## config.mk

```make
export PLATFORM = sky130hd
export DESIGN_NAME = prescaled_up_counter_timer_unit
export DESIGN_NICKNAME = d
export VERILOG_FILES = /design/src/rtl/tmr_pkg.sv /design/src/rtl/tmr_in_reg.sv /design/src/rtl/tmr_core.sv /design/src/rtl/tmr_out_reg.sv /design/src/rtl/prescaled_up_counter_timer_unit.sv
export SDC_FILE = /design/constraint.sdc
export NUM_CORES = 1
export LEC_CHECK = 0
export BUFFER_PORTS_ARGS = -buffer_cell sky130_fd_sc_hd__buf_2
export CAP_MARGIN = 20
export CELL_PAD_IN_SITES_DETAIL_PLACEMENT = 0
export CELL_PAD_IN_SITES_GLOBAL_PLACEMENT = 1
export CORE_AREA = 2 2 145 147
export DETAILED_ROUTE_END_ITERATION = 12
export DIE_AREA = 0 0 147 149
export GPL_TIMING_DRIVEN = 0
export HOLD_SLACK_MARGIN = 0.03
export PLACE_DENSITY = 0.82
export RECOVER_POWER = 100
export SLEW_MARGIN = 40
export SYNTH_ARGS = -nofsm -noshare
export SYNTH_HDL_FRONTEND = slang
export SYNTH_SLANG_ARGS = --single-unit
```

## constraint.sdc

```tcl
create_clock -name clk -period 4 [get_ports clk]
set_input_delay 0.6 -clock clk [delete_from_list [all_inputs] [get_ports clk]]
set_output_delay 0.6 -clock clk [all_outputs]
set_load 0.01 [all_outputs]
```

## src/rtl/tmr_pkg.sv

```systemverilog
// shared types and constants for the prescaled up-counter timer
package tmr_pkg;

	typedef enum logic [1:0] {
		OP_TICK  = 2'd0,
		OP_READ  = 2'd1,
		OP_WRITE = 2'd2
	} op_t;

	localparam logic [2:0] REG_CTRL   = 3'd0;
	localparam logic [2:0] REG_MAX_LO = 3'd2;
	localparam logic [2:0] REG_MAX_HI = 3'd3;
	localparam logic [2:0] REG_CNT_LO = 3'd4;
	localparam logic [2:0] REG_CNT_HI = 3'd5;
	localparam logic [2:0] REG_DIV    = 3'd6;

	localparam int CTRL_ENABLE_BIT = 0;
	localparam int CTRL_RETRIG_BIT = 1;
	localparam int CTRL_IRQ_EN_BIT = 8;

	typedef struct packed {
		op_t         op;
		logic [2:0]  reg_index;
		logic [15:0] write_data;
	} req_t;

	typedef struct packed {
		logic [15:0] read_data;
		logic        irq_level;
	} rsp_t;

	typedef struct packed {
		logic enable;
		logic irq_pending;
	} stat_t;

endpackage

```

## src/rtl/tmr_in_reg.sv

```systemverilog
// input register holding one accepted request
module tmr_in_reg import tmr_pkg::*; (
	input  logic       clk,
	input  logic       arst_n,
	input  logic       in_valid,
	output logic       in_ready,
	input  req_t       req_in,
	input  logic       adv,
	output logic       req_valid,
	output req_t       req_out
);

	logic req_valid_s1;
	req_t req_s1;

	assign in_ready  = !req_valid_s1 || adv;
	assign req_valid = req_valid_s1;
	assign req_out   = req_s1;

	always_ff @(posedge clk or negedge arst_n) begin
		if (!arst_n) begin
			req_valid_s1 <= 1'b0;
		end else if (in_ready) begin
			req_valid_s1 <= in_valid;
		end
	end

	always_ff @(posedge clk) begin
		if (in_valid && in_ready) begin
			req_s1 <= req_in;
		end
	end

endmodule

```

## src/rtl/tmr_core.sv

```systemverilog
// timer state and single-pass request update
module tmr_core import tmr_pkg::*; #(
	parameter int COUNT_BITS = 32
) (
	input  logic  clk,
	input  logic  arst_n,
	input  logic  go,
	input  req_t  req,
	output rsp_t  rsp,
	output stat_t stat
);

	localparam logic [31:0] CNT_MASK = 32'((64'd1 << COUNT_BITS) - 64'd1);

	logic [15:0]           ctrl_q, ctrl_d;
	logic [31:0]           max_q, max_d;
	logic [15:0]           div_q, div_d;
	logic [COUNT_BITS-1:0] cnt_q, cnt_d;
	logic [15:0]           phase_q, phase_d;
	logic [15:0]           latch_q, latch_d;
	logic                  irq_q, irq_d;

	logic [31:0]           cnt_ext;
	logic                  full_wrap;
	logic                  max_wrap;
	logic [COUNT_BITS-1:0] cnt_adv;
	logic [15:0]           rd;

	assign cnt_ext   = 32'(cnt_q);
	assign full_wrap = (max_q == 32'd0) || (max_q >= CNT_MASK);
	assign max_wrap  = !full_wrap && (cnt_ext >= max_q);
	assign cnt_adv   = max_wrap ? '0 : cnt_q + COUNT_BITS'(1);

	always_comb begin
		ctrl_d  = ctrl_q;
		max_d   = max_q;
		div_d   = div_q;
		cnt_d   = cnt_q;
		phase_d = phase_q;
		latch_d = latch_q;
		irq_d   = irq_q;
		rd      = 16'd0;
		case (req.op)
			OP_TICK: begin
				if (ctrl_q[CTRL_ENABLE_BIT]) begin
					if (phase_q >= div_q) begin
						phase_d = 16'd0;
						cnt_d   = cnt_adv;
						if (ctrl_q[CTRL_IRQ_EN_BIT] && (max_q != 32'd0) &&
						    (32'(cnt_adv) == max_q)) begin
							irq_d = 1'b1;
						end
					end else begin
						phase_d = phase_q + 16'd1;
					end
				end
			end
			OP_READ: begin
				case (req.reg_index)
					REG_CTRL:   rd = ctrl_q;
					REG_MAX_LO: rd = max_q[15:0];
					REG_MAX_HI: rd = max_q[31:16];
					REG_CNT_LO: begin
						rd      = cnt_ext[15:0];
						latch_d = cnt_ext[31:16];
					end
					REG_CNT_HI: rd = latch_q;
					REG_DIV:    rd = div_q;
					default:    rd = 16'd0;
				endcase
			end
			OP_WRITE: begin
				case (req.reg_index)
					REG_CTRL: begin
						if (req.write_data[CTRL_RETRIG_BIT] ||
						    (!ctrl_q[CTRL_ENABLE_BIT] && req.write_data[CTRL_ENABLE_BIT])) begin
							cnt_d = '0;
						end
						ctrl_d                  = req.write_data;
						ctrl_d[CTRL_RETRIG_BIT] = 1'b0;
						phase_d                 = 16'd0;
						irq_d                   = 1'b0;
					end
					REG_MAX_LO: max_d[15:0]  = req.write_data;
					REG_MAX_HI: max_d[31:16] = req.write_data;
					REG_DIV:    div_d        = req.write_data;
					default: ;
				endcase
			end
			default: ;
		endcase
	end

	assign rsp.read_data    = rd;
	assign rsp.irq_level    = irq_d;
	assign stat.enable      = ctrl_q[CTRL_ENABLE_BIT];
	assign stat.irq_pending = irq_q;

	always_ff @(posedge clk or negedge arst_n) begin
		if (!arst_n) begin
			ctrl_q  <= 16'd0;
			max_q   <= 32'd0;
			div_q   <= 16'd0;
			cnt_q   <= '0;
			phase_q <= 16'd0;
			latch_q <= 16'd0;
			irq_q   <= 1'b0;
		end else if (go) begin
			ctrl_q  <= ctrl_d;
			max_q   <= max_d;
			div_q   <= div_d;
			cnt_q   <= cnt_d;
			phase_q <= phase_d;
			latch_q <= latch_d;
			irq_q   <= irq_d;
		end
	end

endmodule

```

## src/rtl/tmr_out_reg.sv

```systemverilog
// result register on the output channel
module tmr_out_reg import tmr_pkg::*; (
	input  logic clk,
	input  logic arst_n,
	input  logic load,
	input  rsp_t rsp_in,
	input  logic out_ready,
	output logic out_valid,
	output rsp_t rsp_out
);

	logic out_valid_q;
	rsp_t rsp_q;

	assign out_valid = out_valid_q;
	assign rsp_out   = rsp_q;

	always_ff @(posedge clk or negedge arst_n) begin
		if (!arst_n) begin
			out_valid_q <= 1'b0;
		end else if (load) begin
			out_valid_q <= 1'b1;
		end else if (out_ready) begin
			out_valid_q <= 1'b0;
		end
	end

	always_ff @(posedge clk) begin
		if (load) begin
			rsp_q <= rsp_in;
		end
	end

endmodule

```

## src/rtl/prescaled_up_counter_timer_unit.sv

```systemverilog
// top level of the prescaled up-counter timer with compare interrupt
// each request is a source tick, a 16-bit register read or a register write, and each
// gives exactly one response carrying read data and the interrupt level after it.
// requests go into an input register, the timer state is updated by one short pass of
// logic from there, and the response lands in an output register; a new request is taken
// every clock while responses are drained, and the sustained rate is one request per cycle,
// set by the single state update per clock. a response is valid once its request has passed
// from the input register to the output register. a response left waiting holds the request
// behind it, and the input stalls once both registers are full.
// registers: 0 control (bit 0 enable, bit 1 retrigger, self-clearing, bit 8 interrupt
// enable), 2/3 max low/high, 4 counter low (latches the high half), 5 latched high half,
// 6 divide; 1 and 7 read zero. the counter advances once per divide+1 enabled ticks and
// wraps after max, or at full width when max is zero or at least the counter's all-ones value.
module prescaled_up_counter_timer_unit import tmr_pkg::*; #(
	parameter int COUNT_BITS = 32
) (
	input  logic        clk,
	input  logic        arst_n,
	input  logic        in_valid,
	output logic        in_ready,
	input  logic [1:0]  op,
	input  logic [2:0]  reg_index,
	input  logic [15:0] write_data,
	output logic        out_valid,
	input  logic        out_ready,
	output logic [15:0] read_data,
	output logic        irq_level
);

	req_t  req_in;
	req_t  req_s1;
	logic  req_valid;
	logic  adv;
	rsp_t  rsp_core;
	rsp_t  rsp_out;
	stat_t stat;

	// pack the incoming request
	assign req_in.op         = op_t'(op);
	assign req_in.reg_index  = reg_index;
	assign req_in.write_data = write_data;

	// the held request moves on whenever the result slot is free or being drained
	assign adv = req_valid && (!out_valid || out_ready);

	tmr_in_reg u_in_reg (
		.clk       (clk),
		.arst_n    (arst_n),
		.in_valid  (in_valid),
		.in_ready  (in_ready),
		.req_in    (req_in),
		.adv       (adv),
		.req_valid (req_valid),
		.req_out   (req_s1)
	);

	// timer state, updated once per request
	tmr_core #(
		.COUNT_BITS (COUNT_BITS)
	) u_core (
		.clk    (clk),
		.arst_n (arst_n),
		.go     (adv),
		.req    (req_s1),
		.rsp    (rsp_core),
		.stat   (stat)
	);

	tmr_out_reg u_out_reg (
		.clk       (clk),
		.arst_n    (arst_n),
		.load      (adv),
		.rsp_in    (rsp_core),
		.out_ready (out_ready),
		.out_valid (out_valid),
		.rsp_out   (rsp_out)
	);

	assign read_data = rsp_out.read_data;
	assign irq_level = rsp_out.irq_level;

	// interrupt is raised only by a counter advance, never by a register access
	a_irq_rise_on_tick : assert property (@(posedge clk) disable iff (!arst_n)
		$rose(stat.irq_pending) |-> $past(adv && (req_s1.op == OP_TICK)))
		else $error("interrupt raised without a tick");

	// a disabled timer never raises the interrupt
	a_irq_rise_enabled : assert property (@(posedge clk) disable iff (!arst_n)
		$rose(stat.irq_pending) |-> $past(stat.enable))
		else $error("interrupt raised while disabled");

	// a control write always clears the interrupt
	a_ctrl_write_clears_irq : assert property (@(posedge clk) disable iff (!arst_n)
		(adv && (req_s1.op == OP_WRITE) && (req_s1.reg_index == REG_CTRL))
		|=> !stat.irq_pending)
		else $error("control write left interrupt pending");

	// a processed request always yields a response in the next cycle
	a_adv_gives_response : assert property (@(posedge clk) disable iff (!arst_n)
		adv |=> out_valid)
		else $error("processed request produced no response");

	// a request that cannot move on is kept in the input register
	a_held_request_kept : assert property (@(posedge clk) disable iff (!arst_n)
		(req_valid && !adv) |=> req_valid)
		else $error("stalled request lost");

endmodule
```

Word level (Yosys, flattened, before mapping) --
Index checks and enable logic that the tools add are counted. W data, S select, Z words.
Cells by class: muxes and demuxes 18, magnitude comparators 3, divide/modulo/power cells 0, reduce and logical (&&, ||, !) cells 27, multiply operators 0, shifts and indexed selects 0, $add $sub $neg 2, bitwise gates (word level) 0, equality and inequality tests 12
Operators with widths (count):
- $mux W32 | 5
- $pmux W16 S6 | 1
- $pmux W32 S2 | 1
- $mux W16 | 3
- $add A32 B1 Y32 const B | 1
- $eq A32 B32 Y1 | 1
- $ge A32 B32 Y1 | 1
- $ge A32 B32 Y1 const B | 1
- $logic_not A32 Y1 | 1
- $pmux W16 S2 | 1
- $reduce_bool A32 Y1 | 1
- $add A16 B1 Y16 const B | 1
- $ge A16 B16 Y1 | 1
- $reduce_and A3 Y1 | 5
- $eq A3 B3 Y1 const B | 3
- $eq A3 B2 Y1 const B | 2
- $logic_and A1 B1 Y1 | 6
- $mux W1 | 6
- $ne A2 B1 Y1 const B | 3
- $reduce_and A6 Y1 | 1
- $logic_not A1 Y1 | 4
- $logic_or A1 B1 Y1 | 4
- $reduce_and A4 Y1 | 1
- $reduce_bool A2 Y1 | 2
- 6 further kinds | 6
Word-level totals: output and inout port bits 19, memories kept 0, word-level logic and storage cells 77, bits in read-only memories 0, RAM bits 0, bits in latches 0, bits in registers 168

Longest topological paths before layout --
depth after elaboration 11, gate-level depth with buffers 14, depth with buffers taken out 11

Modules after synthesis --
Synthesis repeated with hierarchy kept, for this count alone.
Second synthesis, totals: cells, all modules 1071, area, all modules 10116.0 µm²
By module, submodules not included:
- tmr_core | times used 1, cells an instance 1024, area each 8873.5 µm²
- tmr_in_reg | times used 1, cells an instance 25, area each 684.4 µm²
- tmr_out_reg | times used 1, cells an instance 20, area each 546.8 µm²
- prescaled_up_counter_timer_unit | times used 1, cells an instance 2, area each 11.3 µm²

Worst setup path before layout --
No wires, ideal clock.
path type reg-to-reg, start register u_core.max_q[9], end register u_out_reg.rsp_q (netlist bit u_out_reg.rsp_out[0]), data pin, slack 848 ps, setup time 145 ps, cell stages (with the launch flop) 13, clock period less this slack 3152 ps, arrival time 3007 ps, cell sequence dfrtp_1 > clkbuf_1 > inv_1 > ha_1 > a21oi_1 > o21ai_0 > a221o_1 > o211ai_2 > nand2_4 > or4_1 > a2111oi_1 > nand4_1 > o21ai_1
On the way: word-level cells in the longest chain between the ends 11
RTL lines:
- from (decl) | line tmr_core.sv:16 | logic [31:0] max_q, max_d;
- from (signal assigned) | line tmr_core.sv:110 | max_q <= max_d;
- $ge A32 B32 Y1 / $logic_not A32 Y1 (equally long branches) | line tmr_core.sv:30 | assign full_wrap = (max_q == 32'd0) || (max_q >= CNT_MASK);
- $logic_or A1 B1 Y1 | line tmr_core.sv:30
- $logic_not A1 Y1 | line tmr_core.sv:31 | assign max_wrap = !full_wrap && (cnt_ext >= max_q);
- $logic_and A1 B1 Y1 | line tmr_core.sv:31
- $mux W32 | line tmr_core.sv:32 | assign cnt_adv = max_wrap ? '0 : cnt_q + COUNT_BITS'(1);
- $eq A32 B32 Y1 | line tmr_core.sv:50 | (32'(cnt_adv) == max_q)) begin
- $logic_and A1 B1 Y1 (*) | line tmr_core.sv:49 | if (ctrl_q[CTRL_IRQ_EN_BIT] && (max_q != 32'd0) &&
- $mux W1 (*) | line tmr_core.sv:49
- $mux W1 (*) | line tmr_core.sv:46 | if (phase_q >= div_q) begin
- $mux W1 (*) | line tmr_core.sv:45 | if (ctrl_q[CTRL_ENABLE_BIT]) begin
- $pmux W1 S2 (*) | line tmr_core.sv:43 | case (req.op)
- net u_core.irq_d | line tmr_core.sv:21 | logic irq_q, irq_d;
- to (signal assigned) | line tmr_out_reg.sv:30 | rsp_q <= rsp_in;
- to (decl) | line tmr_out_reg.sv:13 | rsp_t rsp_q;
Mark *: on every way through the listed nets, which the timed path passes. The rest lies on a longest branch. A chain may end at the register's enable or synchronous reset.

Worst setup path after layout --
start register u_core.cnt_q[0], in the netlist u_core.cnt_ext[0], end register u_core.cnt_q[2], in the netlist u_core.cnt_ext[2]
On the way: word-level cells in the longest chain between the ends 6
RTL lines:
- from (decl) | line tmr_core.sv:18 | logic [COUNT_BITS-1:0] cnt_q, cnt_d;
- from (signal assigned) | line tmr_core.sv:112 | cnt_q <= cnt_d;
- $ge A32 B32 Y1 | line tmr_core.sv:31
- $logic_and A1 B1 Y1 | line tmr_core.sv:31
- $mux W32 (*) | line tmr_core.sv:32
- $mux W32 (*) | line tmr_core.sv:46
- $mux W32 (*) | line tmr_core.sv:45
- $pmux W32 S2 (*) | line tmr_core.sv:43
Every way passes the cells marked *; elsewhere a longest branch is shown, timed or not. The select of a mux whose other input is x is not followed.

==> run summary <==
DR iter-0 viols: 893
Yosys warns: 0
Clock root buffer master: clkbuf_16
Wire length on met2: 14,780 um
Initial Util: 48.81%
Worst path cell trace: inv_1, ha_1, nand2b_1, a2111oi_4, o32ai_4, o211ai_4, and3_1, nand2b_2, clkbuf_2, o21ai_0
Buf+Inv Stages, Crit Path: 2
Power share of the clock group: 34.4%
Switch share: 33.33%
Skew final: 0.01323 ns
DIE AREA: 21,900 um^2
DIE WIDTH: 147 um
Crit share post-route: 98.04%
Total grt overflow: 0
Final hold vios: 0
H-tree depth: 4
Placed cell area: 10,660 um^2
Slew Limit Fails: 63
Global-route wire length before repair: 50,400 um
Final setup viols: 0
Crit path max-delay family: compound AO/OA/AOI/OAI gates
Syn Area/Cell: 10.08 um^2
Relative slew slack: -105.0%
Die Y: 149 um
Failing checks: max-capacitance violations, max-slew violations
Mapped Area: 10,030 um^2
Design area: 11,310 um^2
CP required: 4.30 ns
Top_reg_cell synth: dfrtp_1
Core Area: 20,560 um^2
Yosys cell types: 68
Max-cap violations: 1
#FFs+latches synth: 168
Leakage: 0.004794 uW
Worst-path maximum fanout: 10
Routed wire length: 33,020 um
RSZ-0062 raised after global routing: false
Outcome: finished, violations left
Register area share after synthesis: 43.80%
Crit path DAT: 4.22 ns
Number of global-route vias before repair: 8,126
Slowest CP cell: and3_1
Largest net degree at the start of global routing: 69
Post-synth EDFFs: 38
Wirelength per Cell: 24.57 um
Cells after Synth: 995
Number of buffers created by CTS: 17
CP Class: flip-flop to flip-flop
Antenna violations before repair: 0
Met1 Wirelength: 13,510 um
Worst-margin pin slew: 3.074 ns
Area of the multi-input gates: 5333 um^2
Flop pwr share: 46.8%
Worst hold slack: 0.3297 ns
FF/Latch Area: 4402 um^2
Detail Route Antenna Nets: 0
Share of synthesized registers carrying an async set or reset: 77.38%
Inserted Diodes: 0
Max clock buf depth: 2
PortBufs: 43
Period minus WS final: 3.922 ns
Pint: 3232 uW
Metal3 WL: 3025 um
Remaining DRCs: 0
Drt pass-1 iters: 7
Highest clock rate: 0.2550 GHz
Nets: 1,131
Layout cells sized above 1: 16.18%
DR top layer: met4
Setup TNS Final: 0 ns
Critical path's largest stage delay: 0.63 ns
Clk sink count: 168
Max IR drop VDD: 0.0002754 V
HP Class: input port to flip-flop
DP Wirelength: 24,970 um
Via count: 8,589
Clk Latency, worst-skew pair: 0.44 ns
TritonCTS clock tree: done
Worst-path clk slew: 0.07 ns
Switching power: 1615 uW
CP Capture Type: flip-flop
Gpl congestion: 0.9581
Power per cell area: 428.6 nW/um^2
Avg Vias per Cell: 6.391
Aggregate global-route resource usage: 31.19%
Logic pwr share: 18.8%
Critical Path Source Type: flip-flop
I/O pins: 44
Fillers: 1,839
Syn-to-layout area delta: 12.71%
Post-Syn Nets: 1,070
Row Count: 53
# hold bufs at CTS: 0
## layer usage
layer	GRT usage [%]	vias up
li1	-	3852
met1	42.19	4162
met2	48.78	467
met3	6.208	108
met4	14.42	0
met5	0	-
## power groups by stage
stage,registers (uW),logic (uW),clock network (uW)
global placement,2260,842,0
global route,2280,1010,1770
finish,2270,910,1670
CTS,2230,866,1690
floorplan,2120,613,0
detailed placement,2260,864,0
## placed cells by master, fill, tap and decap left out, drive strengths merged, types with 16 or more instances in the layout
master,n
a211oi,18
a21oi,42
a221oi,16
and3,20
buf,35
clkbuf,77
dfrtp,130
edfxtp,38
ha,50
inv,62
mux2,80
mux2i,16
nand2,55
nand2b,25
nand3,24
nand4,32
nor2,62
o21ai,78
o31ai,22
xnor2,21
## kinds of logic after synthesis
| logic type | synth area share [%] |
|---|---|
| and+or+nand+nor | 15.36 |
| xor gates and xnor gates | 3.192 |
| AOI/OAI and AO/OA | 16.71 |
| muxes | 10.57 |
| buffers and inverters | 4.128 |
| DFF | 43.80 |
| adders and majority gates | 6.235 |
## timing repair
| action | 4_1_cts | 5_1_grt |
|---|---|---|
| setup endpoints to repair | 30 | 22 |
| pin swaps | 0 | 1 |
| gates resized for setup | 8 | 16 |
| setup buffers | 0 | 3 |
| endpoints found under the hold margin | 0 | 0 |
## cells in the mapped netlist (5+ instances only)
library cell	count	share of area, %
o31ai_1	22	1.6
and4_1	8	0.70
mux2i_1	16	1.6
nor2_1	62	2.3
nand2b_1	25	1.6
and2_1	11	0.69
inv_1	54	2.0
xor2_1	13	1.1
a221oi_1	16	1.4
nor4_1	13	0.81
a21o_1	8	0.60
o21a_1	7	0.52
nor2b_1	6	0.37
mux2_2	80	9.0
edfxtp_1	38	11
or3_1	6	0.37
a21oi_1	42	2.1
nand4_1	31	1.9
ha_1	50	6.2
a211oi_1	18	1.3
dfrtp_1	130	32
o21ai_0	75	3.7
a22oi_1	12	0.90
xnor2_1	21	1.8
nand2_1	54	2.0
nand3_1	24	1.2
and3_1	20	1.2
nor3_1	11	0.55
clkbuf_1	43	1.6
a2111oi_0	5	0.44
a221o_1	5	0.50
## final cells by class
cell class	instances	share of cell area (%)
timing repair buffer	47	2.202
clock buffer	18	3.795
buffer	48	1.737
sequential	168	38.92
clock inverter	14	1.350
multi-input combinational	720	47.16
inverter	54	1.792
tap	275	3.043
## metrics by stage
step	total power [uW]	setup slack [ns]	instances	utilization, %
global route	5054	0.01637	1344	55.01
detailed placement	3125	-0.6403	1314	51.84
CTS	4786	0.006784	1343	54.71
global placement	3098	-0.8334	1313	51.53
finish	4847	0.07826	1344	55.01
floorplan	2729	0.8476	995	-
## sequential cells by signal (all words and copies together), names as in the netlist
name / count
u_core.cnt_ext: 32
u_core.latch_q: 16
u_out_reg.rsp_out: 17
u_in_reg.req_out: 21
u_out_reg.out_valid: 1
u_core.ctrl_q: 15
u_core.max_q: 32
u_core.phase_q: 16
u_core.div_q: 16
u_in_reg.req_valid: 1
u_core.irq_q: 1
## final timing paths
path                                                startpoint                              end  slack, ns  cells after the start
max in group asynchronous                               arst_n    u_core.cnt_ext[0]$_DFFE_PN0P_       0.73                      1
worst max register to register   u_core.cnt_ext[0]$_DFFE_PN0P_    u_core.cnt_ext[2]$_DFFE_PN0P_       0.08                     10
min in group asynchronous                               arst_n    u_core.cnt_ext[4]$_DFFE_PN0P_       1.27                      1
worst min-delay path                                     op[0]   u_in_reg.req_out[19]$_DFFE_PP_       0.33                      1
worst min register to register  u_in_reg.req_valid$_DFFE_PN0N_  u_out_reg.out_valid$_DFFE_PN0P_       0.50                      1
worst max-delay path             u_core.cnt_ext[0]$_DFFE_PN0P_    u_core.cnt_ext[2]$_DFFE_PN0P_       0.08                     10
(Power assumes the default switching activity.)
